--- config.mk ---
export PLATFORM = sky130hd
export DESIGN_NAME = iss_cell
export DESIGN_NICKNAME = d
export VERILOG_FILES = /design/src/sv/iss_pkg.sv /design/src/sv/iss_cell.sv
export SDC_FILE = /design/constraint.sdc
export NUM_CORES = 1
export LEC_CHECK = 0
export BUFFER_PORTS_ARGS = -buffer_cell sky130_fd_sc_hd__buf_2
export CORE_MARGIN = 2
export CORE_UTILIZATION = 46
export CTS_CLUSTER_SIZE = 25
export DETAILED_ROUTE_END_ITERATION = 8
export GPL_ROUTABILITY_DRIVEN = 0
export PLACE_DENSITY = 0.8
export SYNTH_ARGS = -nofsm -noshare
export SYNTH_HDL_FRONTEND = slang
export SYNTH_SLANG_ARGS = --single-unit
--- constraint.sdc ---
create_clock -name clock -period 4.9 [get_ports clock]
set_clock_uncertainty 0.1 [all_clocks]
set_input_delay 0.735 -clock clock [delete_from_list [all_inputs] [get_ports clock]]
set_output_delay 0.735 -clock clock [all_outputs]
set_load 0.01 [all_outputs]
--- src/sv/iss_pkg.sv ---
`default_nettype none

package iss_pkg;

   // Default number of members the store can hold.
   localparam int DEFAULT_CAPACITY = 16;

   // Request kinds; the unused code is served as a lookup.
   typedef enum logic [1:0] {
      ACT_INSERT = 2'd0,
      ACT_REMOVE = 2'd1,
      ACT_LOOKUP = 2'd2
   } action_type;

   // Token that walks the row of cells, one cell per cycle.
   typedef struct packed {
      logic               valid;
      logic [1:0]         action;
      logic signed [31:0] value;
      logic               found;
      logic               any;
      logic signed [31:0] lo;
      logic signed [31:0] hi;
   } token_type;

endpackage

`default_nettype wire

--- src/sv/iss_cell.sv ---
`default_nettype none

module iss_cell
   import iss_pkg::*;
#(
   parameter int CAPACITY = DEFAULT_CAPACITY,
   parameter int INDEX    = 0,
   localparam int CNT_W   = $clog2(CAPACITY + 1)
) (
   input  wire logic               clock,
   input  wire logic               reset,
   input  wire logic [CNT_W-1:0]   count,
   input  wire token_type          tok_in,
   output token_type               tok_out,
   input  wire logic signed [31:0] next_val,
   output logic signed [31:0]      stored_val
);

   localparam int                 NEXT_INDEX = INDEX + 1;
   localparam logic [CNT_W-1:0]   IDX        = INDEX[CNT_W-1:0];
   localparam logic [CNT_W-1:0]   IDX_P1     = NEXT_INDEX[CNT_W-1:0];

   logic signed [31:0] stored_ff;
   logic signed [31:0] stored_in;
   logic               write_en;
   logic               keep;
   logic               occupied;
   logic               hit;
   logic               found_now;
   token_type          tok_ff;
   token_type          tok_in_next;

   // Decide what this entry holds after the request and whether it stays a member.
   always_comb begin
      occupied  = IDX < count;
      hit       = occupied && (stored_ff == tok_in.value);
      found_now = tok_in.found | hit;
      write_en  = 1'b0;
      stored_in = stored_ff;
      keep      = occupied;
      if ((tok_in.action == ACT_REMOVE) && found_now) begin
         // Entries from the match onward take their upper neighbor's value.
         write_en  = 1'b1;
         stored_in = next_val;
         keep      = IDX_P1 < count;
      end else if ((tok_in.action == ACT_INSERT) && !tok_in.found && (IDX == count)) begin
         // First free entry takes a new value once the whole set was searched.
         write_en  = 1'b1;
         stored_in = tok_in.value;
         keep      = 1'b1;
      end
   end

   // Fold the surviving entry into the running minimum and maximum.
   always_comb begin
      tok_in_next       = tok_in;
      tok_in_next.found = found_now;
      if (keep) begin
         if (!tok_in.any) begin
            tok_in_next.any = 1'b1;
            tok_in_next.lo  = stored_in;
            tok_in_next.hi  = stored_in;
         end else begin
            if (stored_in < tok_in.lo) begin
               tok_in_next.lo = stored_in;
            end
            if (stored_in > tok_in.hi) begin
               tok_in_next.hi = stored_in;
            end
         end
      end
   end

   // Entry storage is written only as the token passes.
   always_ff @(posedge clock) begin
      if (tok_in.valid && write_en) begin
         stored_ff <= stored_in;
      end
   end

   // Hand the token on to the next cell.
   always_ff @(posedge clock) begin
      if (reset) begin
         tok_ff.valid <= 1'b0;
      end else begin
         tok_ff <= tok_in_next;
      end
   end

   assign tok_out    = tok_ff;
   assign stored_val = stored_ff;

endmodule

`default_nettype wire

; ---- Yosys cells after proc, flatten, opt, wreduce, memory -nomap -nowiden
; Index checks and enable logic that the tools add are counted.
[totals]
romBits = 0
inputBits = 140
out_inout_bits = 133
mem_bits_rw = 0
latchBits = 0
regBits = 133
n_memories = 0
[op_classes]
n_shift = 0
addsub = 0
div = 0
order_cmp = 4
bitwise_logic = 1
n_mul = 0
n_reduce_logical = 8
muxes = 10
n_eq_ne = 2
[op_table]
columns = op, count
row1 = $mux 32, 4
row2 = $mux 64, 2
row3 = $eq 32x32->1, 1
row4 = $gt 32x32->1, 1
row5 = $lt 32x32->1, 1
row6 = $lt 1x5->1 const A, 2
row7 = $logic_and 1x1->1, 5
row8 = $logic_not 5->1, 1
row9 = $mux 1, 4
row10 = $eq 2x1->1 const B, 1
row11 = $logic_not 2->1, 1
row12 = $logic_not 1->1, 1
row13 = $or 1x1->1, 1

; ---- Logic depth before layout (Yosys ltp)
[logic_depth]
depth_word = 9
mapped_depth = 20
mapped_depth_nobuf = 17

; ---- Worst setup path after synthesis
; OpenSTA, ideal clock, no wires.
[synth_timing]
path_type = input to register
startpoint = input count[3]
endpoint = register tok_ff, in the netlist tok_out[33], data pin
setup_slack_ns = -0.305
path_buffers = 2
cell_stages = 16
arrival_time_ns = 4.845
setup_time_ns = 0.260
path_cell_list = or4_4 nor3_1 buf_2 mux2i_1 o21ai_0 ha_1 a21o_1 a221o_1 a211oi_1 nor2_1 o32ai_1 a41o_1 xor2_1 a21boi_2 buf_6 mux2_4
[synth_rtl]
columns = element, line
row1 = "start, declared", iss_cell.sv:12  ; input wire logic [CNT_W-1:0] count,
row2 = "end signal, assigned", iss_cell.sv:86  ; tok_ff <= tok_in_next;
row3 = "end, declared", iss_cell.sv:30  ; token_type tok_ff;

==> flow_metrics.tcl <==
set metrics [dict create \
    drt_wl_total_um 27300 \
    startpoint_type "flop" \
    stdcell_area_um2 11700 \
    grt_pass1_wl_um 37400 \
    async_reset_ff_frac 0 \
    synth-edff-count 132 \
    cts_buffers 17 \
    holdBufCountCts 0 \
    grt_max_degree 68 \
    worstSetupPathType "reg -> reg" \
    violations "setup timing" \
    clock_path_buffers 2 \
    yosysUniqueCellTypes 54 \
    grt_usage 0.282 \
    dr.pass1.iters 5 \
    synth.avg_cell_area_um2 12.8 \
    hold_class "in -> reg" \
    drt_iter0_markers 395 \
    antenna_left 0 \
    finalSetupViolations 64 \
    hold_viol 0 \
    antenna_found_initial 4 \
    r2r_slack_ns -0.17 \
    place_inst 1203 \
    regArea_um2 3980 \
    syn_nets 811 \
    clkSinkCount 133 \
    cts_max_level 4 \
    critPathLaunch "stored_val[10]" \
    ys_top_cells_by_area "edfxtp_1, ha_1, mux2_4" \
    peakVddDrop_v 0.000243 \
    port_buffers 272 \
    placed_cell_area_um2 10300 \
    fmax_mhz 197 \
    clk-insertion-delay-late_ns 0.42 \
    synthMuxAreaShare 0.147 \
    netlist_area_um2 7770 \
    coreArea_um2 16500 \
    die_area_um2 17900 \
    maxSlewViolCount 0 \
    clk_pin_slew_ns 0.06 \
    drc 0 \
    synth_top_family_by_area "multiplexers" \
    multi_input_area_um2 3820 \
    yosysTopAreaCellShare 0.510 \
    dp_hpwl_um 19700 \
    fillers 1143 \
    crit_end "tok_out[43]" \
    ys.flop_type "edfxtp_1" \
    cp_max_fo 8 \
    vias_per_cell 5.37 \
    synth-compound-area-share 0.0802 \
    r2r_cells 22 \
    ys_seq_elements 133 \
    p_per_area_nw_per_um2 300 \
    start_util 0.470 \
    overflow 0 \
    syn-instance-count 608 \
    fin_setup_tns_ns -7.33 \
    boundaryPins 273 \
    nets 1233 \
    synth_xor_area_frac 0.0372 \
    regToRegStartpoint "stored_val[10]" \
    end_kind "flop" \
    worst_slew_pin_slew_ns 0.881 \
    cts_root_buf "clkbuf_16" \
    drive_gt1_frac 0.541 \
    p_leak_uw 0.00557 \
    maxCapViolCount 0 \
    cp.required_ns 4.97 \
    yosysWarnings 0 \
    cts_tree "built" \
    final_cells 1266 \
    grt_pass1_vias 6784 \
    detailroute.via_count 6800 \
    outcome "finished with violations" \
    r2r-end "tok_out[43]" \
    die_x_um 134 \
    period_minus_slack_ns 5.07 \
    wl_per_cell_um 21.5 \
    synthSimpleGateAreaFrac 0.0762 \
    rsz0062_at_grt "true" \
    yosys.area_share.adder 0.101 \
    yosysTopAreaCell "edfxtp_1" \
    finalCritPeriodShare 1.04 \
    seq_area_frac_synth 0.513 \
    slew_headroom 0.413 \
    cp_data_arrival_time_ns 5.14 \
    fin_ws_ns -0.174 \
    row_count 47 \
    syn_to_final_growth_pct 50.5 \
    fp.dieH_um 134 \
]
==> flip-flops by register name, indices dropped and copies added, names as in the netlist <==
register and flops:
tok_out 101, stored_val 32
==> cells in the final DEF (no fill, tap or decap), types with 5 or more instances in the layout <==
master	Yosys	final
edfxtp_1	132	132
buf_12	0	12
buf_6	4	7
buf_4	1	123
a21o_1	18	18
o21ai_0	37	20
mux2i_1	31	31
buf_2	6	272
nand3_1	6	6
inv_1	66	65
o21ai_4	1	5
ha_1	63	59
clkinv_4	0	5
mux2_4	30	60
xor2_1	31	29
nor2_1	15	13
nand4_1	15	15
clkbuf_16	0	20
o21ai_2	0	9
a21oi_1	12	8
nand2_1	37	34
==> synth_stat cells (all sizes together) (2+ instances only) <==
cell type / instances
edfxtp: 132
inv: 66
mux2: 64
ha: 63
o21ai: 38
nand2: 37
mux2i: 31
xor2: 31
a21o: 18
nand4: 15
nor2: 15
a21oi: 12
buf: 11
nor4: 9
nand3: 6
nor3: 6
and3: 5
clkbuf: 5
a211oi: 4
nand2b: 3
o31ai: 3
or2: 3
a21boi: 2
a221o: 2
a31oi: 2
a41o: 2
nor2b: 2
o2111ai: 2
o21a: 2
or3: 2
xnor2: 2
==> report_power, final <==
group | total [µW] | switching [µW] | internal, µW
clock | 1380 | 518 | 858
combinational | 766 | 374 | 392
sequential | 1370 | 24.5 | 1350
==> through the flow <==
| step | hold WS (ns) | worst slack (ns) | total power (µW) | util |
|---|---|---|---|---|
| floorplan | 0.694 | 0.0120 | 1720 | - |
| global placement | 0.736 | -0.736 | 2020 | 0.624 |
| detailed placement | 0.763 | -0.739 | 2030 | 0.624 |
| CTS | 0.406 | -0.0386 | 3430 | 0.674 |
| global route | 0.420 | -0.316 | 3610 | 0.708 |
| finish | 0.433 | -0.174 | 3510 | 0.708 |
==> layer usage <==
| metal | GRT usage | part of all wire | vias to the layer above |
|---|---|---|---|
| li1 | - | - | 3112 |
| met1 | 0.328 | 0.38 | 3275 |
| met2 | 0.498 | 0.50 | 348 |
| met3 | 0.0790 | 0.083 | 61 |
| met4 | 0.100 | 0.028 | 4 |
| met5 | 0 | 0.00092 | - |
==> final cells by class <==
| class | count | area share |
|---|---|---|
| sequential | 133 | 0.341 |
| multi-input combinational | 393 | 0.327 |
| timing repair buffer | 419 | 0.233 |
| clock buffer | 18 | 0.0367 |
| tap | 220 | 0.0235 |
| inverter | 66 | 0.0214 |
| clock inverter | 14 | 0.0172 |
| antenna | 3 | 0.000642 |
==> kinds of logic (layout without fill, tap and decap cells) <==
logic type | Yosys count | in the layout
compound gates | 94 | 94
xor+xnor | 33 | 33
fa+ha+maj | 63 | 63
buf+inv | 82 | 517
flops | 133 | 133
mux | 95 | 95
other cells | 0 | 3
simple gates | 108 | 108
==> worst max-delay path, stage by stage (launching register included) <==
cell and delay [ns]:
edfxtp_1 0.41, xor2_1 0.19, nor4_2 0.33, buf_4 0.18
nand4_1 0.14, nor3_2 0.26, o21ba_4 0.22, buf_12 0.15
buf_12 0.14, nand2_4 0.05, o21ai_4 0.07, ha_4 0.23
a21o_1 0.17, a221o_1 0.35, a211oi_2 0.33, nor2_1 0.10
o32ai_1 0.28, a41o_1 0.18, xor2_2 0.09, a21boi_4 0.23
buf_12 0.15, buf_12 0.14, mux2_4 0.31
==> worst min-delay path by stage <==
stage | slack [ns] | to | from | cells past startpoint
floorplan | 0.69 | stored_val[12] | stored_val[12] | 2
global placement | 0.74 | stored_val[17] | stored_val[17] | 3
detailed placement | 0.76 | stored_val[9] | stored_val[9] | 2
CTS | 0.41 | tok_out[100] | reset | 2
global route | 0.42 | tok_out[100] | reset | 2
finish | 0.43 | tok_out[100] | reset | 2
==> what timing repair did <==
item / in CTS / in global routing
buffers inserted: 6 / 18
cloned: 2 / 3
endpoints found under the setup margin: 64 / 64
gates resized for setup: 22 / 85
pin swaps: 8 / 37
hold endpoints to repair: 0 / 0
(Power assumes the default switching activity.)
